<file path="src/hdl/back_forward_history_unit_macros.svh">
// Assertion helpers for the block that checks itself.
`ifndef BACK_FORWARD_HISTORY_UNIT_MACROS_SVH
`define BACK_FORWARD_HISTORY_UNIT_MACROS_SVH

// Implication or plain property, sampled on clk_i, off while in reset.
`define BFH_ASSERT(lbl, prop, msg) \
  lbl: assert property (@(posedge clk_i) disable iff (!rst_ni) prop) else $error(msg);

// Property that must also hold while reset is applied.
`define BFH_ASSERT_ALWAYS(lbl, prop, msg) \
  lbl: assert property (@(posedge clk_i) prop) else $error(msg);

`endif

</file>
<file path="src/hdl/bfh_pkg.sv">
`default_nettype none

package bfh_pkg;

  localparam int unsigned DEPTH  = 64;
  localparam int unsigned NODE_W = 32;
  localparam int unsigned ACT_W  = 2;
  localparam int unsigned LVL_W  = $clog2(DEPTH + 1);
  localparam int unsigned ADDR_W = (DEPTH > 1) ? $clog2(DEPTH) : 1;

  localparam logic [NODE_W-1:0] NO_NODE = '1;

  typedef enum logic [ACT_W-1:0] {
    ACT_VISIT   = 2'd0,
    ACT_BACK    = 2'd1,
    ACT_FORWARD = 2'd2,
    ACT_CLEAR   = 2'd3
  } action_e;

  typedef enum logic [2:0] {
    OP_NONE,
    OP_VISIT,
    OP_BACK,
    OP_FWD,
    OP_CLEAR
  } op_e;

  // datapath -> controller
  typedef struct packed {
    logic page_valid;
    logic cur_match;
    logic back_empty;
    logic back_full;
    logic fwd_empty;
    logic fwd_full;
  } status_t;

  // controller -> datapath
  typedef struct packed {
    logic capture;  // request accepted: latch node id, read both stack tops
    logic apply;    // commit op and load the result register
    op_e  op;
    logic ok;
  } cmd_t;

endpackage

`default_nettype wire

</file>
<file path="src/hdl/bfh_req_if.sv">
`default_nettype none

interface bfh_req_if;
  import bfh_pkg::*;

  logic                 valid;
  logic                 ready;
  logic [ACT_W-1:0]     action;
  logic [NODE_W-1:0]    node_id;

  modport source (output valid, output action, output node_id, input ready);
  modport sink   (input valid, input action, input node_id, output ready);
endinterface

`default_nettype wire

</file>
<file path="src/hdl/bfh_rsp_if.sv">
`default_nettype none

interface bfh_rsp_if;
  import bfh_pkg::*;

  logic              valid;
  logic              ready;
  logic              ok;
  logic [NODE_W-1:0] node;
  logic              can_back;
  logic              can_forward;
  logic              has_page;

  modport source (output valid, output ok, output node, output can_back,
                  output can_forward, output has_page, input ready);
  modport sink   (input valid, input ok, input node, input can_back,
                  input can_forward, input has_page, output ready);
endinterface

`default_nettype wire

</file>
<file path="src/hdl/bfh_datapath.sv">
`default_nettype none

module bfh_datapath (
  input  wire logic                      clk_i,
  input  wire logic                      rst_ni,
  input  wire bfh_pkg::cmd_t             cmd_i,
  input  wire logic [bfh_pkg::NODE_W-1:0] node_id_i,
  output bfh_pkg::status_t               status_o,
  output logic                           ok_o,
  output logic [bfh_pkg::NODE_W-1:0]     node_o,
  output logic                           can_back_o,
  output logic                           can_forward_o,
  output logic                           has_page_o
);
  import bfh_pkg::*;

  logic [NODE_W-1:0] back_mem [DEPTH];
  logic [NODE_W-1:0] fwd_mem  [DEPTH];

  logic [NODE_W-1:0] cur_q, cur_d;
  logic              valid_q, valid_d;
  logic [LVL_W-1:0]  back_lvl_q, back_lvl_d;
  logic [LVL_W-1:0]  fwd_lvl_q, fwd_lvl_d;
  logic [NODE_W-1:0] node_q;
  logic [NODE_W-1:0] back_rd_q, fwd_rd_q;
  logic [LVL_W-1:0]  back_top, fwd_top;
  logic              wr_back, wr_fwd;

  logic              res_ok_q;
  logic [NODE_W-1:0] res_node_q;
  logic              res_back_q, res_fwd_q, res_page_q;

  assign back_top = back_lvl_q - LVL_W'(1);
  assign fwd_top  = fwd_lvl_q - LVL_W'(1);

  assign status_o.page_valid = valid_q;
  assign status_o.cur_match  = valid_q && (cur_q == node_q);
  assign status_o.back_empty = (back_lvl_q == '0);
  assign status_o.back_full  = (back_lvl_q == LVL_W'(DEPTH));
  assign status_o.fwd_empty  = (fwd_lvl_q == '0);
  assign status_o.fwd_full   = (fwd_lvl_q == LVL_W'(DEPTH));

  assign wr_back = ((cmd_i.op == OP_VISIT) && valid_q) || (cmd_i.op == OP_FWD);
  assign wr_fwd  = (cmd_i.op == OP_BACK);

  always_comb begin
    cur_d      = cur_q;
    valid_d    = valid_q;
    back_lvl_d = back_lvl_q;
    fwd_lvl_d  = fwd_lvl_q;
    unique case (cmd_i.op)
      OP_VISIT: begin
        if (valid_q) begin
          back_lvl_d = back_lvl_q + LVL_W'(1);
        end
        fwd_lvl_d = '0;
        cur_d     = node_q;
        valid_d   = 1'b1;
      end
      OP_BACK: begin
        fwd_lvl_d  = fwd_lvl_q + LVL_W'(1);
        back_lvl_d = back_top;
        cur_d      = back_rd_q;
      end
      OP_FWD: begin
        back_lvl_d = back_lvl_q + LVL_W'(1);
        fwd_lvl_d  = fwd_top;
        cur_d      = fwd_rd_q;
      end
      OP_CLEAR: begin
        back_lvl_d = '0;
        fwd_lvl_d  = '0;
        cur_d      = NO_NODE;
        valid_d    = 1'b0;
      end
      default: begin
      end
    endcase
  end

  always_ff @(posedge clk_i or negedge rst_ni) begin
    if (!rst_ni) begin
      cur_q      <= NO_NODE;
      valid_q    <= 1'b0;
      back_lvl_q <= '0;
      fwd_lvl_q  <= '0;
    end else if (cmd_i.apply) begin
      cur_q      <= cur_d;
      valid_q    <= valid_d;
      back_lvl_q <= back_lvl_d;
      fwd_lvl_q  <= fwd_lvl_d;
    end
  end

  // levels only change on apply, so the tops read at capture stay current
  always_ff @(posedge clk_i) begin
    if (cmd_i.capture) begin
      node_q    <= node_id_i;
      back_rd_q <= back_mem[back_top[ADDR_W-1:0]];
      fwd_rd_q  <= fwd_mem[fwd_top[ADDR_W-1:0]];
    end
  end

  always_ff @(posedge clk_i) begin
    if (cmd_i.apply && wr_back) begin
      back_mem[back_lvl_q[ADDR_W-1:0]] <= cur_q;
    end
  end

  always_ff @(posedge clk_i) begin
    if (cmd_i.apply && wr_fwd) begin
      fwd_mem[fwd_lvl_q[ADDR_W-1:0]] <= cur_q;
    end
  end

  always_ff @(posedge clk_i) begin
    if (cmd_i.apply) begin
      res_ok_q   <= cmd_i.ok;
      res_node_q <= cur_d;
      res_back_q <= (back_lvl_d != '0);
      res_fwd_q  <= (fwd_lvl_d != '0);
      res_page_q <= valid_d;
    end
  end

  assign ok_o          = res_ok_q;
  assign node_o        = res_node_q;
  assign can_back_o    = res_back_q;
  assign can_forward_o = res_fwd_q;
  assign has_page_o    = res_page_q;

endmodule

`default_nettype wire

</file>
<file path="src/hdl/bfh_ctrl.sv">
`default_nettype none

module bfh_ctrl (
  input  wire logic                      clk_i,
  input  wire logic                      rst_ni,
  input  wire logic                      req_valid_i,
  input  wire logic [bfh_pkg::ACT_W-1:0] req_action_i,
  output logic                           req_ready_o,
  output logic                           rsp_valid_o,
  input  wire logic                      rsp_ready_i,
  input  wire bfh_pkg::status_t          status_i,
  output bfh_pkg::cmd_t                  cmd_o
);
  import bfh_pkg::*;

  typedef enum logic {
    ST_IDLE,
    ST_EXEC
  } state_e;

  state_e  state_q;
  action_e act_q;
  logic    out_valid_q;
  logic    accept;
  logic    slot_free;
  op_e     op;
  logic    ok;

  assign req_ready_o = (state_q == ST_IDLE);
  assign accept      = req_valid_i && req_ready_o;
  assign slot_free   = !out_valid_q || rsp_ready_i;
  assign rsp_valid_o = out_valid_q;

  always_comb begin
    op = OP_NONE;
    ok = 1'b0;
    unique case (act_q)
      ACT_VISIT: begin
        if (status_i.cur_match) begin
          ok = 1'b1;
        end else if (!(status_i.page_valid && status_i.back_full)) begin
          op = OP_VISIT;
          ok = 1'b1;
        end
      end
      ACT_BACK: begin
        if (status_i.page_valid && !status_i.back_empty && !status_i.fwd_full) begin
          op = OP_BACK;
          ok = 1'b1;
        end
      end
      ACT_FORWARD: begin
        if (status_i.page_valid && !status_i.fwd_empty && !status_i.back_full) begin
          op = OP_FWD;
          ok = 1'b1;
        end
      end
      ACT_CLEAR: begin
        op = OP_CLEAR;
        ok = 1'b1;
      end
      default: begin
      end
    endcase
  end

  always_comb begin
    cmd_o.capture = accept;
    cmd_o.apply   = (state_q == ST_EXEC) && slot_free;
    cmd_o.op      = cmd_o.apply ? op : OP_NONE;
    cmd_o.ok      = ok;
  end

  always_ff @(posedge clk_i or negedge rst_ni) begin
    if (!rst_ni) begin
      state_q     <= ST_IDLE;
      act_q       <= ACT_VISIT;
      out_valid_q <= 1'b0;
    end else begin
      // a new response replaces the one taken in the same cycle
      if (cmd_o.apply) begin
        out_valid_q <= 1'b1;
      end else if (rsp_ready_i) begin
        out_valid_q <= 1'b0;
      end
      unique case (state_q)
        ST_IDLE: begin
          if (accept) begin
            act_q   <= action_e'(req_action_i);
            state_q <= ST_EXEC;
          end
        end
        ST_EXEC: begin
          if (slot_free) begin
            state_q <= ST_IDLE;
          end
        end
        default: begin
          state_q <= ST_IDLE;
        end
      endcase
    end
  end

endmodule

`default_nettype wire

</file>
<file path="src/hdl/back_forward_history_unit.sv">
// Browser-style back/forward history: a current node plus a back and a forward
// stack of DEPTH entries each. Every request (visit, back, forward, clear)
// yields exactly one response carrying ok and the state after the step. A
// request runs in two steps: the accept edge reads both stack tops from their
// memories, then the commit edge commits the update, writes at most one stack
// entry and loads the response register. A request is accepted while a response
// is still waiting; the commit stalls only while that response is not taken.
// No clearing pass after reset: stack entries are only used below their level.
`default_nettype none
`include "back_forward_history_unit_macros.svh"

module back_forward_history_unit (
  input  wire logic clk_i,
  input  wire logic rst_ni,
  bfh_req_if.sink   req_i,
  bfh_rsp_if.source rsp_o
);
  import bfh_pkg::*;

  status_t status;
  cmd_t    cmd;

  bfh_ctrl u_ctrl (
    .clk_i        (clk_i),
    .rst_ni       (rst_ni),
    .req_valid_i  (req_i.valid),
    .req_action_i (req_i.action),
    .req_ready_o  (req_i.ready),
    .rsp_valid_o  (rsp_o.valid),
    .rsp_ready_i  (rsp_o.ready),
    .status_i     (status),
    .cmd_o        (cmd)
  );

  bfh_datapath u_datapath (
    .clk_i         (clk_i),
    .rst_ni        (rst_ni),
    .cmd_i         (cmd),
    .node_id_i     (req_i.node_id),
    .status_o      (status),
    .ok_o          (rsp_o.ok),
    .node_o        (rsp_o.node),
    .can_back_o    (rsp_o.can_back),
    .can_forward_o (rsp_o.can_forward),
    .has_page_o    (rsp_o.has_page)
  );

  `BFH_ASSERT(a_one_in_flight, (req_i.valid && req_i.ready) |=> !req_i.ready, "request accepted while busy")
  `BFH_ASSERT(a_no_page_node, (rsp_o.valid && !rsp_o.has_page) |-> (rsp_o.node == NO_NODE), "no page but node not all ones")
  `BFH_ASSERT(a_stack_needs_page, (rsp_o.valid && (rsp_o.can_back || rsp_o.can_forward)) |-> rsp_o.has_page, "history entries without a current page")
  `BFH_ASSERT_ALWAYS(a_apply_in_exec, cmd.apply |-> !req_i.ready, "commit while idle")

endmodule

`default_nettype wire

</file>
<file path="src/flat_wrapper.sv">
// flat-port wrapper written by rule: the top's interface ports become plain ports
module back_forward_history_unit_flat import bfh_pkg::*;
  (clk_i, rst_ni, req_i_valid, req_i_action, req_i_node_id, req_i_ready, rsp_o_valid, rsp_o_ok, rsp_o_node, rsp_o_can_back, rsp_o_can_forward, rsp_o_has_page, rsp_o_ready);
  bfh_req_if req_i_i ();
  bfh_rsp_if rsp_o_i ();
  input  wire logic clk_i;
  input  wire logic rst_ni;
  input wire logic [$bits(req_i_i.valid)-1:0] req_i_valid;
  input wire logic [$bits(req_i_i.action)-1:0] req_i_action;
  input wire logic [$bits(req_i_i.node_id)-1:0] req_i_node_id;
  output wire logic [$bits(req_i_i.ready)-1:0] req_i_ready;
  output wire logic [$bits(rsp_o_i.valid)-1:0] rsp_o_valid;
  output wire logic [$bits(rsp_o_i.ok)-1:0] rsp_o_ok;
  output wire logic [$bits(rsp_o_i.node)-1:0] rsp_o_node;
  output wire logic [$bits(rsp_o_i.can_back)-1:0] rsp_o_can_back;
  output wire logic [$bits(rsp_o_i.can_forward)-1:0] rsp_o_can_forward;
  output wire logic [$bits(rsp_o_i.has_page)-1:0] rsp_o_has_page;
  input wire logic [$bits(rsp_o_i.ready)-1:0] rsp_o_ready;
  assign req_i_i.valid = req_i_valid;
  assign req_i_i.action = req_i_action;
  assign req_i_i.node_id = req_i_node_id;
  assign req_i_ready = req_i_i.ready;
  assign rsp_o_valid = rsp_o_i.valid;
  assign rsp_o_ok = rsp_o_i.ok;
  assign rsp_o_node = rsp_o_i.node;
  assign rsp_o_can_back = rsp_o_i.can_back;
  assign rsp_o_can_forward = rsp_o_i.can_forward;
  assign rsp_o_has_page = rsp_o_i.has_page;
  assign rsp_o_i.ready = rsp_o_ready;
  back_forward_history_unit u_core (.clk_i(clk_i), .rst_ni(rst_ni), .req_i(req_i_i), .rsp_o(rsp_o_i));
endmodule
</file>
<file path="config.mk">
export PLATFORM = sky130hd
export DESIGN_NAME = back_forward_history_unit_flat
export DESIGN_NICKNAME = d
export VERILOG_FILES = /design/src/hdl/bfh_pkg.sv /design/src/hdl/bfh_req_if.sv /design/src/hdl/bfh_rsp_if.sv /design/src/hdl/bfh_datapath.sv /design/src/hdl/bfh_ctrl.sv /design/src/hdl/back_forward_history_unit.sv /design/src/flat_wrapper.sv
export VERILOG_INCLUDE_DIRS = /design/src /design/src/hdl
export SDC_FILE = /design/constraint.sdc
export NUM_CORES = 2
export LEC_CHECK = 0
export ABC_CLOCK_PERIOD_IN_PS = 17200
export BUFFER_PORTS_ARGS = -buffer_cell sky130_fd_sc_hd__buf_2
export CAP_MARGIN = 20
export CORE_UTILIZATION = 32
export DETAILED_ROUTE_END_ITERATION = 10
export RECOVER_POWER = 100
export SLEW_MARGIN = 0
export SYNTH_ARGS = -nofsm -noshare
export SYNTH_HDL_FRONTEND = slang
export SYNTH_HIERARCHICAL = 1
export SYNTH_SLANG_ARGS = --single-unit
</file>
<file path="constraint.sdc">
create_clock -name clk_i -period 17.2 [get_ports clk_i]
set_clock_uncertainty 0.05 [all_clocks]
set_input_delay 1.72 -clock clk_i [delete_from_list [all_inputs] [get_ports clk_i]]
set_output_delay 1.72 -clock clk_i [all_outputs]
set_load 0.02 [all_outputs]
</file>
Word level (Yosys, flattened, before mapping)
Memory sizes are Yosys's and may differ from the RTL's. A register that Yosys moved wholly into a read port is not among the register bits.
Cells that the tools add are included.

storage, ports and cells
  bits in registers = 119
  RAM bits = 4096
  bits of input ports = 38
  logic and storage cells = 81
  memories kept = 2

cells by class
  $add $sub $neg = 4
  eq/ne operators = 10
  muxes and demuxes = 25
  bitwise gates (word level) = 1
  reductions and logical operators = 26

memories
  memory                      words  bits a word  read ports  clocked after memory_dff  wr ports  line                RTL
  u_core.u_datapath.back_mem  64     32           1           1                         1         bfh_datapath.sv:17  logic [NODE_W-1:0] back_mem [DEPTH];
  u_core.u_datapath.fwd_mem   64     32           1           1                         1         bfh_datapath.sv:18  logic [NODE_W-1:0] fwd_mem [DEPTH];

operators with widths
  operator                                              number
  case mux 32 bit (4 select lines)                      1
  equality test 32 bit                                  1
  case mux 7 bit (4 select lines)                       1
  case mux 7 bit (3 select lines)                       1
  adder 7 x 1 -> 7 bit (second input constant)          2
  equality test 7 bit (second input constant)           2
  logical NOT 7 bit                                     2
  2-to-1 mux 1 bit                                      14
  nonzero test 7 bit                                    2
  subtractor 7 x 1 -> 7 bit (second input constant)     2
  case mux 3 bit (4 select lines)                       1
  logical AND 1 bit                                     11
  2-to-1 mux 7 bit                                      1
  equality test 3 x 2 -> 1 bit (second input constant)  2
  logical NOT 1 bit                                     5
  equality test 2 bit (second input constant)           2
  2-to-1 mux 2 bit                                      2
  case mux 1 bit (2 select lines)                       2
  case mux 1 bit (4 select lines)                       1
  equality test 3 x 1 -> 1 bit (second input constant)  1
  equality test 3 bit (second input constant)           1
  2-to-1 mux 3 bit                                      1
  equality test 2 x 1 -> 1 bit (second input constant)  1
  logical NOT 2 bit                                     1
  other kinds (5)                                       6

Depth between registers and ports, before layout
  depth in word-level cells = 13
  gate-level depth with buffers = 18
  mapped depth without buffers = 13

Hierarchy
Netlist, hierarchy kept.

modules (own cells, without submodules)
  module        times used  cells each  area each (um2)
  bfh_datapath  1           7343        164631.6
  bfh_ctrl      1           28          260.2

Worst setup path before layout
Ideal clock, no wire load.

  path kind = input-to-reg
  start = in rsp_o_ready
  end = mem u_core.u_datapath.back_mem[53][0], enable pin
  arrival time = 6.931 ns
  required time = 16.637 ns
  setup slack = 9.706 ns
  stages on the path = 7
  path buffers = 1
  path through = nand2b_1 -> nand2_1 -> inv_1 -> and3_1 -> clkbuf_1 -> nand4_1 -> nor4b_1

RTL lines
  element      line                RTL
  from (decl)  flat_wrapper.sv:18  input wire logic [$bits(rsp_o_i.ready)-1:0] rsp_o_ready;
  to (decl)    bfh_datapath.sv:17

==> metrics.md <==
| Metric | Value |
|---|---|
| Worst min path class | flip-flop to flip-flop |
| Worst reg-to-reg setup slack | 5.58 ns |
| Power per Cell Area | 183 nW/µm² |
| Die X | 720 µm |
| Initial core utilization | 32.1% |
| Fmax | 86.0 MHz |
| Layout cells sized above 1 | 23.9% |
| Worst r2r src | u_core/u_datapath/cur_q[26] |
| Synth area leader | edfxtp_1 |
| Max Cap Viol | 211 |
| Status | finished, violations left |
| Crit path from | u_core/u_datapath/cur_q[26] |
| Vias in the first global route | 79377 |
| Required @ worst endpoint | 17.65 ns |
| Final Hold Fails | 0 |
| Worst skew pair latency | 0.98 ns |
| DP Wirelength | 274000 µm |
| Syn nets | 7415 |
| Synth Cell Area | 165000 µm² |
| Total GRT Usage | 17.3% |
| Synthesized netlist cell count | 7371 |
| Measured slew at the worst slew-check pin | 4.66 ns |
| Total number of vias | 81404 |
| Port bufs | 75 |
| Critical Path AT | 12.07 ns |
| Pre-antenna DRT Iters | 8 |
| Tmin final | 11.62 ns |
| Share of the synthesized area in the top cell type | 77.0% |
| GRT overflow | 0 |
| Dominant synthesized flop cell | edfxtp_1 |
| Via-to-Cell Ratio | 5.50 |
| Sequence of cells on the critical path | xnor2_1 > nand4_1 > nor4_1 > nand4_1 > nor4_1 > nand3b_1 > a21oi_1 > nor2b_1 > and3_1 > nand4_1 > clkbuf_1 > nor3_1 > clkbuf_1 |
| H-tree levels | 5 |
| Number of synthesized register bits | 4279 |
| Cells on worst reg2reg path | 13 |
| Reg-to-reg endpoint | u_core/u_datapath/back_mem[13][31] |
| First-pass GRT wire length | 640000 µm |
| Iteration-0 DRC Markers | 12549 |
| Crit path capture type | flip-flop |
| Clk sinks | 4279 |
| NetSw | 12.1 mW |
| Switching portion of total power | 35.2% |
| Max incr delay on CP | 3.20 ns |
| Layout area overhead | 13.7% |
| Fillers | 46110 |
| Net total in the final layout | 7727 |
| Clock slew at reported path FFs | 0.07 ns |
| CTS buffer count | 434 |
| Relative slew slack | -211% |
| Top post-synthesis cells by area | edfxtp_1 (77%), mux4_2 (15%), mux2i_1 (1.1%) |
| DR WL/cell | 31.2 µm |
| CTS tree | done |
| Unrepaired setup endpoints after global routing | no |
| Sequential share of the synthesized area | 77.8% |
| Aggregate negative setup slack | 0 ns |
| Clock network power share | 27.3% |
| Sequential group share of total power | 43.4% |
| Critical Path End | u_core/u_datapath/back_mem[13][31] |
| Post-synth top cells | edfxtp_1 (4228), mux4_2 (1124), nand2_1 (436), clkbuf_1 (225), mux2i_1 (173) |
| CTS root buf | clkbuf_16 |
| Post-Layout Cell Count | 14806 |
| Power, Total | 34.3 mW |
| Post-CTS setup buffer count | 0 |
| Async SR Flop Fraction | 1.19% |
| Fin crit share | 67.6% |
| Final Slew Violations | 8684 |
| I/O Pins | 76 |
| Power Internal | 22.2 mW |
| Leak | 55.8 nW |
| Critical path peak fanout | 81 |
| Dpl cells | 13963 |
| Post-route ant nets | 0 |
| Routability cong. | 0.920 |
| Final setup vio count | 0 |
| Initial antenna violation count | 45 |
| Crit path launch type | flip-flop |
| Combinational Power Share | 29.3% |
| Clock tree buffer depth | 4 |
| Core area | 513000 µm² |
| Warnings, synthesis | 6 |
| Die ar. | 518000 µm² |
| Failing checks | max-capacitance violations, max-slew violations |
| Core Rows | 263 |
| Synth cell types | 70 |
| Peak supply drop | 0.354 mV |
| Mean post-synth cell area | 22.4 µm² |
| Post-synth EDFFs | 4228 |
| Hold-fix buffers, CTS | 0 |
| Pin count of the biggest net entering global routing | 147 |
| Slowest stage cell, crit path | dfstp_1 |
| Most numerous cell in the Yosys netlist | edfxtp_1 |
| DRC viols | 0 |
| Routed WL | 462000 µm |
| Die H | 720 µm |
| Most used cell, CP | nand4_1 |
| Post_cts resized | 0 |
| Kind of critical path | flip-flop to flip-flop |
-- routing by layer --
metal / global-route usage, % / part of all wire (%) / vias to the layer above
met4: 6.10 / 4.2 / 22
met3: 3.32 / 11 / 774
met1: 24.5 / 39 / 44031
met2: 26.6 / 45 / 4801
li1: - / - / 31776
met5: 0 / 0.034 / -
-- power groups by stage --
| stage | Combinational (mW) | Sequential (mW) | Clock [mW] |
|---|---|---|---|
| 3_5_place_dp | 10.0 | 14.9 | 0 |
| 6_report | 10.1 | 14.9 | 9.36 |
| 2_1_floorplan | 5.21 | 14.5 | 0 |
| 3_3_place_gp | 9.89 | 14.8 | 0 |
| 5_1_grt | 10.3 | 14.9 | 9.87 |
| 4_1_cts | 10.0 | 14.6 | 9.49 |
-- worst max-delay path: cells and delay by family, from the launching register on --
family          cells  cell delay [ns]
compound gates      1             2.16
flops               1             3.20
simple gates        9             2.74
xor+xnor            1             0.35
buf+inv             2             2.55
-- cells by family (layout without fill, tap and decap cells) --
family	after synthesis	after routing	share of synthesized area [%]
other	0	7	0
AO/OA/AOI/OAI	426	426	1.80
buffers and inverters	441	1112	1.21
adder cells (fa/ha/maj)	6	6	0.0455
flip-flops	4279	4279	77.8
XOR/XNOR	41	41	0.234
multiplexers	1340	1340	16.7
AND/OR/NAND/NOR	838	838	2.21
-- flip-flops by register name, summed over array words and instances, names as in the netlist, 2 cells and up --
signal	cells
u_core/u_datapath/back_mem	2048
u_core/u_datapath/fwd_mem	2048
u_core/u_datapath/back_rd_q	32
u_core/u_datapath/cur_q	32
u_core/u_datapath/fwd_rd_q	32
u_core/u_datapath/node_o	32
u_core/u_datapath/node_q	32
u_core/u_datapath/back_lvl_q	7
u_core/u_datapath/fwd_lvl_q	7
u_core/u_ctrl/act_q	2
-- worst min path at each step --
stage / slack, ns / start / to / cells after the start
after global placement: 0.55 / u_core/u_datapath/fwd_lvl_q[6] / u_core/u_datapath/fwd_lvl_q[6] / 2
final: 0.51 / u_core/u_ctrl/state_q / u_core/u_ctrl/state_q / 1
after CTS: 0.54 / u_core/u_ctrl/rsp_valid_o / u_core/u_ctrl/rsp_valid_o / 2
after floorplan: 0.47 / u_core/u_ctrl/state_q / u_core/u_ctrl/state_q / 1
after global routing: 0.54 / u_core/u_ctrl/state_q / u_core/u_ctrl/state_q / 1
after detailed placement: 0.53 / u_core/u_ctrl/rsp_valid_o / u_core/u_ctrl/rsp_valid_o / 2
-- placed cells by master (no fill, tap or decap), types with 65 or more instances in the layout --
cell          n
mux4_2     1124
nand2_1     435
nand3_1     111
clkbuf_1    295
nor2_1      121
a31oi_1      95
mux2i_1     173
clkinv_2     83
buf_4        65
clkinv_1    110
clkbuf_16   437
edfxtp_1   4228
-- layout make-up --
class / instances / area [µm²] / area share [%]
Sequential cell: 4279 / 128000 / 68.4
Inverter: 15 / 57.6 / 0.0307
Timing Repair Buffer: 302 / 1560 / 0.833
Clock inverter: 285 / 2900 / 1.55
Tap cell: 6757 / 8450 / 4.51
Clock buffer: 510 / 11200 / 5.98
Antenna cell: 7 / 17.5 / 0.00934
Multi-Input combinational cell: 2651 / 35000 / 18.7
-- through the flow --
stage / utilization (%) / area, µm² / worst slack, ns / hold WS, ns
6_report: 36.6 / 188000 / 5.58 / 0.506
3_3_place_gp: 34.0 / 175000 / 10.07 / 0.546
5_1_grt: 36.6 / 188000 / 5.20 / 0.545
4_1_cts: 36.8 / 189000 / 10.34 / 0.544
3_5_place_dp: 34.1 / 175000 / 10.03 / 0.529
2_1_floorplan: - / 165000 / 9.71 / 0.475
No activity file was read; power rests on OpenSTA's default activity.
